[src/rtl/ovwp_pkg.sv]
`timescale 1ns / 1ps

package ovwp_pkg;

   localparam int CSR_INDEX_W = 2;
   localparam int CSR_DATA_W  = 40;

   localparam logic [CSR_INDEX_W-1:0] CSR_WAVEFORM = 2'd0;
   localparam logic [CSR_INDEX_W-1:0] CSR_STEREO   = 2'd1;
   localparam logic [CSR_INDEX_W-1:0] CSR_TUNING   = 2'd2;

   localparam logic [39:0] TUNING_RESET = 40'd5864062015;

   typedef enum logic [1:0] {
      WAVE_SINE,
      WAVE_SQUARE,
      WAVE_SAW,
      WAVE_TRIANGLE
   } wave_type;

   typedef enum logic [2:0] {
      MUL_INC_LO,
      MUL_INC_HI,
      MUL_IDX,
      MUL_GAIN,
      MUL_LEFT_HI,
      MUL_LEFT_LO,
      MUL_RIGHT_HI,
      MUL_RIGHT_LO
   } mul_sel_type;

   typedef struct packed {
      logic [23:0]        frequency;
      logic signed [15:0] volume;
      logic signed [15:0] pan;
   } req_type;

   typedef struct packed {
      logic signed [23:0] left_sample;
      logic signed [23:0] right_sample;
   } rsp_type;

   typedef struct packed {
      logic        mul_en;
      mul_sel_type mul_sel;
      logic        part_en;
      logic        inc_en;
      logic        rom_en;
      logic        wave_en;
      logic        gain_en;
      logic        mono_en;
      logic        left_en;
      logic        right_en;
      logic        finish;
   } cmd_type;

   typedef struct packed {
      logic stereo;
      logic out_free;
   } sts_type;

   function automatic logic signed [23:0] sat24(input logic signed [53:0] x);
      logic signed [23:0] r;
      if (x > 54'sd8388607) begin
         r = 24'sh7FFFFF;
      end else if (x < -54'sd8388608) begin
         r = 24'sh800000;
      end else begin
         r = x[23:0];
      end
      return r;
   endfunction

endpackage

[src/rtl/ovwp_ctrl.sv]
`timescale 1ns / 1ps

module ovwp_ctrl (
   input  logic             clock,
   input  logic             reset,
   input  logic             accept,
   input  ovwp_pkg::sts_type sts,
   output logic             busy,
   output ovwp_pkg::cmd_type cmd
);

   typedef enum logic [3:0] {
      ST_IDLE,
      ST_INC_LO,
      ST_INC_HI,
      ST_IDX,
      ST_ROM,
      ST_WAVE,
      ST_GAIN,
      ST_GAIN_SAVE,
      ST_LEFT_HI,
      ST_LEFT_LO,
      ST_LEFT_SUM,
      ST_RIGHT_HI,
      ST_RIGHT_LO,
      ST_RIGHT_SUM,
      ST_DONE
   } state_type;

   state_type         state_ff, state_in;
   ovwp_pkg::cmd_type cmd_ff, cmd_in;

   function automatic ovwp_pkg::cmd_type decode(input state_type s);
      ovwp_pkg::cmd_type c;
      c = '0;
      case (s)
         ST_INC_LO: begin
            c.mul_en  = 1'b1;
            c.mul_sel = ovwp_pkg::MUL_INC_LO;
         end
         ST_INC_HI: begin
            c.mul_en  = 1'b1;
            c.mul_sel = ovwp_pkg::MUL_INC_HI;
            c.part_en = 1'b1;
         end
         ST_IDX: begin
            c.mul_en  = 1'b1;
            c.mul_sel = ovwp_pkg::MUL_IDX;
            c.inc_en  = 1'b1;
         end
         ST_ROM:  c.rom_en  = 1'b1;
         ST_WAVE: c.wave_en = 1'b1;
         ST_GAIN: begin
            c.mul_en  = 1'b1;
            c.mul_sel = ovwp_pkg::MUL_GAIN;
         end
         ST_GAIN_SAVE: begin
            c.gain_en = 1'b1;
            c.mono_en = 1'b1;
         end
         ST_LEFT_HI: begin
            c.mul_en  = 1'b1;
            c.mul_sel = ovwp_pkg::MUL_LEFT_HI;
         end
         ST_LEFT_LO: begin
            c.mul_en  = 1'b1;
            c.mul_sel = ovwp_pkg::MUL_LEFT_LO;
            c.part_en = 1'b1;
         end
         ST_LEFT_SUM: c.left_en = 1'b1;
         ST_RIGHT_HI: begin
            c.mul_en  = 1'b1;
            c.mul_sel = ovwp_pkg::MUL_RIGHT_HI;
         end
         ST_RIGHT_LO: begin
            c.mul_en  = 1'b1;
            c.mul_sel = ovwp_pkg::MUL_RIGHT_LO;
            c.part_en = 1'b1;
         end
         ST_RIGHT_SUM: c.right_en = 1'b1;
         ST_DONE:      c.finish   = 1'b1;
         default:      c = '0;
      endcase
      return c;
   endfunction

   always_comb begin
      state_in = state_ff;
      case (state_ff)
         ST_IDLE:      if (accept) state_in = ST_INC_LO;
         ST_INC_LO:    state_in = ST_INC_HI;
         ST_INC_HI:    state_in = ST_IDX;
         ST_IDX:       state_in = ST_ROM;
         ST_ROM:       state_in = ST_WAVE;
         ST_WAVE:      state_in = ST_GAIN;
         ST_GAIN:      state_in = ST_GAIN_SAVE;
         ST_GAIN_SAVE: state_in = sts.stereo ? ST_LEFT_HI : ST_DONE;
         ST_LEFT_HI:   state_in = ST_LEFT_LO;
         ST_LEFT_LO:   state_in = ST_LEFT_SUM;
         ST_LEFT_SUM:  state_in = ST_RIGHT_HI;
         ST_RIGHT_HI:  state_in = ST_RIGHT_LO;
         ST_RIGHT_LO:  state_in = ST_RIGHT_SUM;
         ST_RIGHT_SUM: state_in = ST_DONE;
         ST_DONE:      if (sts.out_free) state_in = ST_IDLE;
         default:      state_in = ST_IDLE;
      endcase
      cmd_in = decode(state_in);
   end

   always_ff @(posedge clock) begin
      if (reset) begin
         state_ff <= ST_IDLE;
         cmd_ff   <= '0;
      end else begin
         state_ff <= state_in;
         cmd_ff   <= cmd_in;
      end
   end

   assign busy = (state_ff != ST_IDLE);
   assign cmd  = cmd_ff;

endmodule

[src/rtl/ovwp_datapath.sv]
`timescale 1ns / 1ps

module ovwp_datapath #(
   parameter int SINE_TABLE_DEPTH = 256
) (
   input  logic                                clock,
   input  logic                                reset,
   input  logic                                csr_write_en,
   input  logic [ovwp_pkg::CSR_INDEX_W-1:0]    csr_index,
   input  logic [ovwp_pkg::CSR_DATA_W-1:0]     csr_wdata,
   input  logic                                load,
   input  ovwp_pkg::req_type                   req_data,
   input  ovwp_pkg::cmd_type                   cmd,
   output ovwp_pkg::sts_type                   sts,
   output logic                                rsp_valid,
   input  logic                                rsp_stall,
   output ovwp_pkg::rsp_type                   rsp_data
);

   localparam int IDX_W = $clog2(SINE_TABLE_DEPTH);

   typedef logic [15:0] rom_type [SINE_TABLE_DEPTH];

   // quarter-wave entry i: sine at (i + 0.5) / depth of a quarter turn, Q30 Taylor to x^13
   function automatic logic [15:0] sine_entry(input int unsigned i);
      logic [63:0]        x;
      logic [63:0]        term;
      logic signed [63:0] sum;
      logic signed [63:0] v;
      x    = (64'd1686629713 * (64'(i) * 64'd2 + 64'd1)) / (2 * SINE_TABLE_DEPTH);
      term = x;
      sum  = $signed(x);
      for (int k = 1; k <= 6; k++) begin
         term = (term * x) >> 30;
         term = (term * x) >> 30;
         case (k)
            1:       term = term / 6;
            2:       term = term / 20;
            3:       term = term / 42;
            4:       term = term / 72;
            5:       term = term / 110;
            default: term = term / 156;
         endcase
         if ((k % 2) == 1) begin
            sum = sum - $signed(term);
         end else begin
            sum = sum + $signed(term);
         end
      end
      if (sum < 0) begin
         sum = 0;
      end
      v = (sum * 64'sd32767 + 64'sd536870912) >>> 30;
      if (v > 64'sd32767) begin
         v = 64'sd32767;
      end
      return v[15:0];
   endfunction

   function automatic rom_type build_rom();
      rom_type r;
      for (int unsigned i = 0; i < SINE_TABLE_DEPTH; i++) begin
         r[i] = sine_entry(i);
      end
      return r;
   endfunction

   localparam rom_type SINE_ROM = build_rom();

   // configuration
   ovwp_pkg::wave_type wave_sel_ff;
   logic               stereo_ff;
   logic [39:0]        tuning_ff;

   // item state
   logic [23:0]        freq_ff;
   logic signed [15:0] vol_ff;
   logic signed [15:0] pan_ff;
   logic [31:0]        phase_ff;
   logic               prev_zero_ff;

   // working registers
   logic signed [53:0] prod_ff, prod_in;
   logic signed [53:0] part_ff;
   logic [31:0]        inc_ff, inc_in;
   logic [15:0]        rom_ff;
   logic signed [16:0] wave_ff, wave_in;
   logic signed [32:0] gain_ff;
   logic signed [23:0] left_ff, right_ff;
   logic signed [23:0] left_in, right_in, mono_in;

   ovwp_pkg::rsp_type  rsp_data_ff;
   logic               rsp_valid_ff;
   logic               out_free;

   logic signed [31:0] mul_a;
   logic signed [21:0] mul_b;
   logic signed [17:0] fac_left, fac_right;
   logic [55:0]        inc_sum;
   logic [IDX_W-1:0]   idx_raw, idx_m;
   logic [16:0]        tri_u;
   logic signed [53:0] pan_sum;

   always_ff @(posedge clock) begin
      if (reset) begin
         wave_sel_ff <= ovwp_pkg::WAVE_SINE;
         stereo_ff   <= 1'b1;
         tuning_ff   <= ovwp_pkg::TUNING_RESET;
      end else if (csr_write_en) begin
         case (csr_index)
            ovwp_pkg::CSR_WAVEFORM: wave_sel_ff <= ovwp_pkg::wave_type'(csr_wdata[1:0]);
            ovwp_pkg::CSR_STEREO:   stereo_ff   <= csr_wdata[0];
            ovwp_pkg::CSR_TUNING:   tuning_ff   <= csr_wdata[39:0];
            default: ;
         endcase
      end
   end

   assign fac_left  = 18'sd32768 - 18'(pan_ff);
   assign fac_right = 18'sd32768 + 18'(pan_ff);

   // shared multiplier operand selection
   always_comb begin
      case (cmd.mul_sel)
         ovwp_pkg::MUL_INC_LO: begin
            mul_a = $signed({8'b0, freq_ff});
            mul_b = $signed({2'b0, tuning_ff[19:0]});
         end
         ovwp_pkg::MUL_INC_HI: begin
            mul_a = $signed({8'b0, freq_ff});
            mul_b = $signed({2'b0, tuning_ff[39:20]});
         end
         ovwp_pkg::MUL_IDX: begin
            mul_a = $signed({2'b0, phase_ff[29:0]});
            mul_b = 22'(SINE_TABLE_DEPTH);
         end
         ovwp_pkg::MUL_GAIN: begin
            mul_a = 32'(wave_ff);
            mul_b = 22'(vol_ff);
         end
         ovwp_pkg::MUL_LEFT_HI: begin
            mul_a = 32'($signed(gain_ff[32:16]));
            mul_b = 22'(fac_left);
         end
         ovwp_pkg::MUL_LEFT_LO: begin
            mul_a = $signed({16'b0, gain_ff[15:0]});
            mul_b = 22'(fac_left);
         end
         ovwp_pkg::MUL_RIGHT_HI: begin
            mul_a = 32'($signed(gain_ff[32:16]));
            mul_b = 22'(fac_right);
         end
         ovwp_pkg::MUL_RIGHT_LO: begin
            mul_a = $signed({16'b0, gain_ff[15:0]});
            mul_b = 22'(fac_right);
         end
         default: begin
            mul_a = '0;
            mul_b = '0;
         end
      endcase
      prod_in = mul_a * mul_b;
   end

   // increment = bits 55..24 of freq * tuning, from two partial products
   assign inc_sum = {12'b0, part_ff[43:0]} + {prod_ff[35:0], 20'b0};
   assign inc_in  = inc_sum[55:24];

   assign idx_raw = prod_ff[30 +: IDX_W];
   assign idx_m   = phase_ff[30] ? (IDX_W'(SINE_TABLE_DEPTH - 1) - idx_raw) : idx_raw;

   assign tri_u = phase_ff[31:15];

   always_comb begin
      case (wave_sel_ff)
         ovwp_pkg::WAVE_SINE:
            wave_in = phase_ff[31] ? -$signed({1'b0, rom_ff}) : $signed({1'b0, rom_ff});
         ovwp_pkg::WAVE_SQUARE:
            wave_in = ((phase_ff != '0) && !phase_ff[31]) ? -17'sd32768 : 17'sd32768;
         ovwp_pkg::WAVE_SAW:
            wave_in = 17'($signed({~phase_ff[31], phase_ff[30:16]}));
         ovwp_pkg::WAVE_TRIANGLE: begin
            if (tri_u < 17'd32768) begin
               wave_in = $signed(tri_u);
            end else if (tri_u < 17'd98304) begin
               wave_in = $signed(17'd65536 - tri_u);
            end else begin
               wave_in = $signed(tri_u);
            end
         end
         default: wave_in = '0;
      endcase
   end

   assign mono_in  = ovwp_pkg::sat24((prod_ff + 54'sd128) >>> 8);
   assign pan_sum  = ((part_ff <<< 16) + prod_ff + 54'sd8388608) >>> 24;
   assign left_in  = ovwp_pkg::sat24(pan_sum);
   assign right_in = ovwp_pkg::sat24(pan_sum);

   always_ff @(posedge clock) begin
      if (load) begin
         freq_ff <= req_data.frequency;
         vol_ff  <= req_data.volume;
         pan_ff  <= req_data.pan;
      end
      if (cmd.mul_en)  prod_ff <= prod_in;
      if (cmd.part_en) part_ff <= prod_ff;
      if (cmd.inc_en)  inc_ff  <= inc_in;
      if (cmd.rom_en)  rom_ff  <= SINE_ROM[idx_m];
      if (cmd.wave_en) wave_ff <= wave_in;
      if (cmd.gain_en) gain_ff <= prod_ff[32:0];
      if (cmd.mono_en) begin
         left_ff  <= mono_in;
         right_ff <= '0;
      end
      if (cmd.left_en)  left_ff  <= left_in;
      if (cmd.right_en) right_ff <= right_in;
      if (cmd.finish && out_free) begin
         rsp_data_ff.left_sample  <= left_ff;
         rsp_data_ff.right_sample <= right_ff;
      end
   end

   // phase restarts when the volume leaves zero, advances once the item is out
   always_ff @(posedge clock) begin
      if (reset) begin
         phase_ff     <= '0;
         prev_zero_ff <= 1'b1;
      end else if (load) begin
         if (prev_zero_ff && (req_data.volume != '0)) phase_ff <= '0;
         prev_zero_ff <= (req_data.volume == '0);
      end else if (cmd.finish && out_free) begin
         phase_ff <= phase_ff + inc_ff;
      end
   end

   assign out_free = !rsp_valid_ff || !rsp_stall;

   always_ff @(posedge clock) begin
      if (reset) begin
         rsp_valid_ff <= 1'b0;
      end else if (cmd.finish && out_free) begin
         rsp_valid_ff <= 1'b1;
      end else if (!rsp_stall) begin
         rsp_valid_ff <= 1'b0;
      end
   end

   assign sts.stereo   = stereo_ff;
   assign sts.out_free = out_free;
   assign rsp_valid    = rsp_valid_ff;
   assign rsp_data     = rsp_data_ff;

endmodule

[src/rtl/oscillator_voice_with_pan.sv]
`timescale 1ns / 1ps
// Items are taken one at a time: req_stall is high while the controller steps the
// single shared 32x22 multiplier through its states; mono skips the pan states.
// Done items wait in ST_DONE for the output register; the next is taken once loaded.
// Reset (synchronous, active high): phase 0, volume flag set, CSRs to defaults.

module oscillator_voice_with_pan #(
   parameter int SINE_TABLE_DEPTH = 256
) (
   input  logic                             clock,
   input  logic                             reset,
   input  logic                             csr_write_en,
   input  logic [ovwp_pkg::CSR_INDEX_W-1:0] csr_index,
   input  logic [ovwp_pkg::CSR_DATA_W-1:0]  csr_wdata,
   input  logic                             req_valid,
   output logic                             req_stall,
   input  ovwp_pkg::req_type                req_data,
   output logic                             rsp_valid,
   input  logic                             rsp_stall,
   output ovwp_pkg::rsp_type                rsp_data
);

   ovwp_pkg::cmd_type cmd;
   ovwp_pkg::sts_type sts;
   logic              busy;
   logic              accept;

   assign req_stall = busy;
   assign accept    = req_valid && !busy;

   ovwp_ctrl u_ctrl (
      .clock  (clock),
      .reset  (reset),
      .accept (accept),
      .sts    (sts),
      .busy   (busy),
      .cmd    (cmd)
   );

   ovwp_datapath #(
      .SINE_TABLE_DEPTH (SINE_TABLE_DEPTH)
   ) u_datapath (
      .clock        (clock),
      .reset        (reset),
      .csr_write_en (csr_write_en),
      .csr_index    (csr_index),
      .csr_wdata    (csr_wdata),
      .load         (accept),
      .req_data     (req_data),
      .cmd          (cmd),
      .sts          (sts),
      .rsp_valid    (rsp_valid),
      .rsp_stall    (rsp_stall),
      .rsp_data     (rsp_data)
   );

   a_busy_after_accept: assert property (@(posedge clock) disable iff (reset)
      accept |=> req_stall)
      else $error("controller not busy after item accept");

   a_no_instant_result: assert property (@(posedge clock) disable iff (reset)
      accept |=> !$rose(rsp_valid))
      else $error("result appeared directly after accept");

   a_mono_right_zero: assert property (@(posedge clock) disable iff (reset)
      (rsp_valid && !sts.stereo) |-> (rsp_data.right_sample == '0))
      else $error("right sample not zero in mono");

   a_finish_only_when_free: assert property (@(posedge clock) disable iff (reset)
      (cmd.finish && !sts.out_free) |=> $stable(rsp_data))
      else $error("output overwritten while stalled");

endmodule

[config.mk]
export PLATFORM = sky130hd
export DESIGN_NAME = oscillator_voice_with_pan
export DESIGN_NICKNAME = d
export VERILOG_FILES = /design/src/rtl/ovwp_pkg.sv /design/src/rtl/ovwp_ctrl.sv /design/src/rtl/ovwp_datapath.sv /design/src/rtl/oscillator_voice_with_pan.sv
export SDC_FILE = /design/constraint.sdc
export NUM_CORES = 2
export LEC_CHECK = 0
export BUFFER_PORTS_ARGS = -buffer_cell sky130_fd_sc_hd__buf_2
export CELL_PAD_IN_SITES_DETAIL_PLACEMENT = 1
export CELL_PAD_IN_SITES_GLOBAL_PLACEMENT = 1
export CORE_UTILIZATION = 51
export DETAILED_ROUTE_END_ITERATION = 10
export PLACE_DENSITY = 0.84
export SLEW_MARGIN = 20
export SYNTH_ARGS = -nofsm -noshare
export SYNTH_HDL_FRONTEND = slang
export SYNTH_SLANG_ARGS = --single-unit
[constraint.sdc]
create_clock -name clock -period 10.3 [get_ports clock]
set_clock_uncertainty 0.15 [all_clocks]
set_input_delay 1.545 -clock clock [delete_from_list [all_inputs] [get_ports clock]]
set_output_delay 1.545 -clock clock [all_outputs]
set_load 0.02 [all_outputs]
Word level (Yosys, flattened, before mapping)
Memory sizes are Yosys's and may differ from the RTL's. A register that Yosys moved wholly into a read port is not among the register bits.
Cells that the tools add are included.
{"block": "word_totals", "input_bits": 103, "memories": 1, "word_cells": 156, "romBits": 4096, "register_bits": 426}
{"name": "(name not given)", "words": 256, "width": 16, "read_ports": 1, "rd_clocked_by_memory_dff": 1, "write_ports": 0, "line": "ovwp_datapath.sv:209", "text": "if (cmd.rom_en) rom_ff <= SINE_ROM[idx_m];"}
{"block": "classes", "muxes": 34, "eq_ne": 42, "n_mul": 1, "n_reduce_logical": 30, "magnitude_cmp": 6, "bitwise": 2, "add_sub_neg": 10}
{"operator": "$mux W24", "count": 8}
{"operator": "$pmux W32 S5", "count": 1}
{"operator": "$pmux W22 S6", "count": 1}
{"operator": "$mux W32", "count": 3}
{"operator": "$mux W17", "count": 4}
{"operator": "$pmux W17 S4", "count": 1}
{"operator": "$pmux W4 S15", "count": 1}
{"operator": "$add A44 B56 Y56", "count": 1}
{"operator": "$eq A4 B4 Y1 const B", "count": 14}
{"operator": "$add A54 B25 Y54 const B", "count": 1}
{"operator": "$add A54 B54 Y54", "count": 1}
{"operator": "$add A54 B9 Y54 const B", "count": 1}
{"operator": "$mul A32 B22 Y54", "count": 1}
{"operator": "$gt A46 B24 Y1 const B", "count": 1}
{"operator": "$lt A46 B24 Y1 const B", "count": 1}
{"operator": "$add A32 B32 Y32", "count": 1}
{"operator": "$eq A4 B3 Y1 const B", "count": 8}
{"operator": "$pmux W4 S8", "count": 1}
{"operator": "$reduce_bool A32 Y1", "count": 1}
{"operator": "$gt A30 B24 Y1 const B", "count": 1}
{"operator": "$lt A30 B24 Y1 const B", "count": 1}
{"operator": "$add A17 B16 Y18 const A", "count": 1}
{"operator": "$sub A17 B16 Y18 const A", "count": 1}
{"operator": "$lt A17 B16 Y1 const B", "count": 1}
{"operator": "32 further kinds", "count": 69}

Logic depth before layout (Yosys ltp)
{"block": "depth", "word_depth": 8, "ltp_mapped": 36, "mapped_depth_nobuf": 35}

Modules after synthesis
Synthesis repeated with hierarchy kept, for this count alone.
{"block": "hier_totals", "cells_unflattened": 5581, "hier_area_um2": 50820.0}
{"mod": "ovwp_datapath", "area_each_um2": 50089.3, "cells_per_inst": 5499, "instances": 1}
{"mod": "ovwp_ctrl", "area_each_um2": 716.9, "cells_per_inst": 81, "instances": 1}
{"mod": "oscillator_voice_with_pan", "area_each_um2": 13.8, "cells_per_inst": 1, "instances": 1}

Worst setup path after synthesis
No wires, ideal clock.
{"block": "synth_path", "kind": "register to register", "start": "reg u_datapath.pan_ff[1]", "end": "reg u_datapath.prod_ff[44], data pin", "period_less_slack_ns": 9.227, "path_stages_with_launch": 36, "setup_slack_ns": 1.073, "arrival_time_ns": 8.813, "path_cell_list": "edfxtp_1 -> inv_1 -> ha_1 -> nand2b_1 -> or4_1 -> or3_1 -> nor3b_1 -> a21oi_1 -> xnor2_1 -> a21oi_1 -> clkbuf_1 -> nand2_1 -> fa_1 -> inv_1 -> fa_1 -> inv_1 -> fa_1 -> inv_1 -> fa_1 -> fa_1 -> fa_1 -> inv_1 -> fa_1 -> inv_1 -> ha_1 -> nand2_1 -> nor2_1 -> and3_1 -> a31o_2 -> o311ai_2 -> a211oi_2 -> a311o_1 -> a41o_1 -> a211oi_2 -> nand4b_1 -> nand3_1"}
{"block": "synth_between", "elab_chain_len": 3}
{"item": "start: declaration", "line": "ovwp_datapath.sv:78", "text": "logic signed [15:0] pan_ff;"}
{"item": "start signal: assignment", "line": "ovwp_datapath.sv:204", "text": "pan_ff <= req_data.pan;"}
{"item": "$add A17 B16 Y18 or $sub A17 B16 Y18 (tied branches)", "line": "ovwp_datapath.sv:120, ovwp_datapath.sv:119"}
{"item": "$pmux W22 S6 *", "line": "ovwp_datapath.sv:124", "text": "case (cmd.mul_sel)"}
{"item": "$mul A32 B22 Y54 *", "line": "ovwp_datapath.sv:162", "text": "prod_in = mul_a * mul_b;"}
{"item": "named net u_datapath.prod_in[44]", "line": "ovwp_datapath.sv:83", "text": "logic signed [53:0] prod_ff, prod_in;"}
{"item": "end signal: assignment", "line": "ovwp_datapath.sv:206", "text": "if (cmd.mul_en) prod_ff <= prod_in;"}
{"item": "end: declaration", "line": "ovwp_datapath.sv:83"}
Mark *: on every way through the listed nets, which the timed path passes. The rest lies on a longest branch.
A chain may end at the register's enable or synchronous reset.

Worst setup path in the final report
{"block": "layout_path", "start": "reg u_datapath.pan_ff[0]", "end": "reg u_datapath.prod_ff[52], data pin"}
Same word-level chain as after synthesis.

==> impl_metrics.env <==
export IMPL_startpoint_type="flip-flop"
export IMPL_cts_buffers=47
export IMPL_synth_common_cells="843 x inv_1, 689 x fa_1, 652 x nand2_1"
export IMPL_timing_fmax_mhz=100.3
export IMPL_cp_required_ps=10460
export IMPL_crit_top_cell="fa_1"
export IMPL_timing_final_crit_period_ps=9970
export IMPL_synth_area_per_cell_um2=9.152
export IMPL_place_ws_ps=105.4
export IMPL_status="finished, final reports clean"
export IMPL_wl_met3_mm=17.07
export IMPL_slowest_stage="fa_1"
export IMPL_cap_violations=0
export IMPL_wl_mm=194.5
export IMPL_slew_viol_final=0
export IMPL_worstReg2RegEnd="u_datapath.prod_ff[52]$_DFFE_PP_"
export IMPL_async_flop_share_pct=0
export IMPL_syn_inst=5593
export IMPL_htreeDepth=2
export IMPL_firstDrtPassIters=8
export IMPL_synth_top_area_cell="fa_1"
export IMPL_clock_path_buffers=3
export IMPL_grtUsageTotal_pct=38.08
export IMPL_grt_max_degree=81
export IMPL_r2r_cells=34
export IMPL_yosysUniqueCellTypes=94
export IMPL_worstMarginPinSlew_ps=1301
export IMPL_core_mm2=0.09885
export IMPL_slowest_delay_ps=570
export IMPL_path_class="reg2reg"
export IMPL_placementRows=115
export IMPL_clk_insertion_delay_late_ps=620
export IMPL_r2r_start="u_datapath.pan_ff[0]$_DFFE_PP_"
export IMPL_grt_pass1_vias=48659
export IMPL_drt_iter0_drc=4571
export IMPL_timing_critical_path_max_delay_family="adder cells"
export IMPL_avgViaCountPerCell=6.419
export IMPL_clkSinkCount=440
export IMPL_critPathMaxFanout=12
export IMPL_hp_class="reg2reg"
export IMPL_critPathBufInv=6
export IMPL_wire_per_inst_um=27.94
export IMPL_vias=44701
export IMPL_synth_edf_count=347
export IMPL_grt_ovfl_total=0
export IMPL_drt_drc_violations_left=0
export IMPL_synth_area_top_cells="fa_1 27%, edfxtp_1 20%, ha_1 7.4%"
export IMPL_clk_pin_slew_ps=70
export IMPL_seq_area_frac_synth_pct=23.99
export IMPL_max_slew_margin_rel_pct=10.99
export IMPL_dr_wl_met2_mm=93.16
export IMPL_drive_above_1_share_pct=8.601
export IMPL_worst_hold_startpoint="u_datapath.left_ff[21]$_DFFE_PP_"
export IMPL_yosysMostFrequentCell="inv_1"
export IMPL_finalHoldViolations=0
export IMPL_fin_ws_ps=329.6
export IMPL_hold_path_depth=0
export IMPL_cts_root_buf="clkbuf_16"
export IMPL_syn_nets=6686
export IMPL_met1_length_mm=71.00
export IMPL_finalCritPeriodShare_pct=96.80
export IMPL_tritoncts="built"
export IMPL_antenna_left=0
export IMPL_end_kind="flip-flop"
export IMPL_ys_ff_latch=440
export IMPL_hpwlAfterDp_mm=147.2
export IMPL_yosys_warnings=0
export IMPL_hold_path_end="u_datapath.rsp_data[45]$_DFFE_PP_"
export IMPL_io_pins=153
export IMPL_syn_area_mm2=0.05119
export IMPL_synth_top_area_share_pct=26.95
export IMPL_n_fill_cell=11281
export IMPL_antenna_found_initial=5
export IMPL_setup_viol=0
export IMPL_die_w_um=318.8
export IMPL_final_net_count=6729
export IMPL_reg2reg_setup_slack_ps=330
export IMPL_grt_pass1_wl_mm=294.6
export IMPL_gp_congestion=0.9853
export IMPL_dieArea_mm2=0.1016
export IMPL_port_buffers=152
export IMPL_dieHeight_um=318.8
export IMPL_ys_flop_type="edfxtp_1"
export IMPL_dr_max_layer_used="met5"
export IMPL_arrival_ps=10130
export IMPL_area_growth_pct=8.418
export IMPL_initial_utilization_pct=51.78
==> through the flow <==
stage | hold slack, ps | util [%] | setup TNS, ps | area, µm² | std cells
after CTS | 266.7 | 55.99 | 0 | 55350 | 6954
after detailed placement | 255.6 | 54.41 | 0 | 53790 | 6867
final | 251.7 | 56.14 | 0 | 55500 | 6964
after floorplan | 250.3 | - | 0 | 51190 | 5593
after global placement | 252.1 | 54.41 | 0 | 53780 | 6867
after global routing | 257.9 | 56.13 | -171.0 | 55490 | 6961
==> worst register-to-register path, delay by kind of cell (launching register included) <==
family          cells  cell delay [ps]
compound gates      8             2190
flops               1              430
simple gates       10             2040
buf+inv             6              520
xor+xnor            1              170
fa+ha+maj           9             4200
==> flip-flops by register name (all words and copies together), names as in the netlist, 24 cells and up <==
name / count
u_datapath.phase_ff: 32
u_datapath.tuning_ff: 40
u_datapath.right_ff: 24
u_datapath.part_ff: 44
u_datapath.gain_ff: 33
u_datapath.left_ff: 24
u_datapath.rsp_data: 48
u_datapath.freq_ff: 24
u_datapath.prod_ff: 54
u_datapath.inc_ff: 32
==> logic make-up after synthesis <==
kind of cell / Yosys count / share of synthesized area, %
XOR/XNOR: 215 / 3.730
flip-flops: 440 / 23.99
multiplexers: 65 / 1.332
AO/OA/AOI/OAI: 1063 / 13.81
adder cells (fa/ha/maj): 990 / 34.30
AND/OR/NAND/NOR: 1655 / 14.19
buffers and inverters: 1165 / 8.643
==> worst max-delay path by stage <==
stage / end / cells past startpoint / start / slack [ps]
finish: u_datapath.prod_ff[52]$_DFFE_PP_ / 34 / u_datapath.pan_ff[0]$_DFFE_PP_ / 330
detailed placement: u_datapath.prod_ff[47]$_DFFE_PP_ / 33 / u_datapath.pan_ff[0]$_DFFE_PP_ / 110
floorplan: u_datapath.prod_ff[44]$_DFFE_PP_ / 35 / u_datapath.pan_ff[1]$_DFFE_PP_ / 1070
CTS: u_datapath.prod_ff[47]$_DFFE_PP_ / 33 / u_datapath.pan_ff[0]$_DFFE_PP_ / 50
global placement: u_datapath.prod_ff[47]$_DFFE_PP_ / 33 / u_datapath.pan_ff[0]$_DFFE_PP_ / 490
global route: u_datapath.prod_ff[51]$_DFFE_PP_ / 32 / u_datapath.pan_ff[0]$_DFFE_PP_ / -60
==> layout by cell type, fill, tap and decap left out, types with 24 or more instances in the layout <==
| cell | n |
|---|---|
| nor2_1 | 532 |
| nand3_1 | 112 |
| a211oi_1 | 49 |
| a21oi_1 | 288 |
| o211ai_1 | 46 |
| nor3_1 | 67 |
| a31oi_1 | 38 |
| a21o_1 | 88 |
| o21bai_1 | 24 |
| o21ai_0 | 185 |
| clkbuf_16 | 50 |
| xnor2_1 | 138 |
| a22oi_1 | 25 |
| nand2b_1 | 48 |
| edfxtp_1 | 347 |
| nor4_1 | 24 |
| nand2_1 | 651 |
| xor2_1 | 65 |
| and2_1 | 35 |
| buf_4 | 149 |
| ha_1 | 301 |
| inv_1 | 841 |
| mux2i_1 | 49 |
| nand4_1 | 37 |
| o311ai_0 | 26 |
| a221oi_1 | 62 |
| dfxtp_1 | 87 |
| or3_1 | 24 |
| and3_1 | 41 |
| buf_2 | 152 |
| fa_1 | 689 |
==> repair_timing <==
item | CTS | global route
hold endpoints to repair | 0 | 0
gates resized for setup | 0 | 11
setup endpoints to repair | 0 | 16
hold buffers | 0 | 0
buffers inserted | 0 | 4
==> final cells by class <==
cell class                      instances  area [µm²]  share of cell area, %
Inverter                              846        3176                  5.722
Clock inverter                         20       211.5                 0.3810
Timing Repair Buffer                  313        2102                  3.788
Clock buffer                           67        1346                  2.426
Sequential cell                       440       12290                  22.15
Antenna cell                            3       7.507                0.01353
Multi-Input combinational cell       3988       34750                  62.62
Tap cell                             1287        1610                  2.902
==> per-layer routing <==
| metal | vias up | global-route usage (%) |
|---|---|---|
| li1 | 18678 | - |
| met1 | 22768 | 46.97 |
| met2 | 2525 | 62.90 |
| met3 | 728 | 6.185 |
| met4 | 2 | 22.95 |
| met5 | - | 0 |
Power is not shown: default switching activity piles up to over one toggle a cycle in this logic, so the estimate is an artifact.
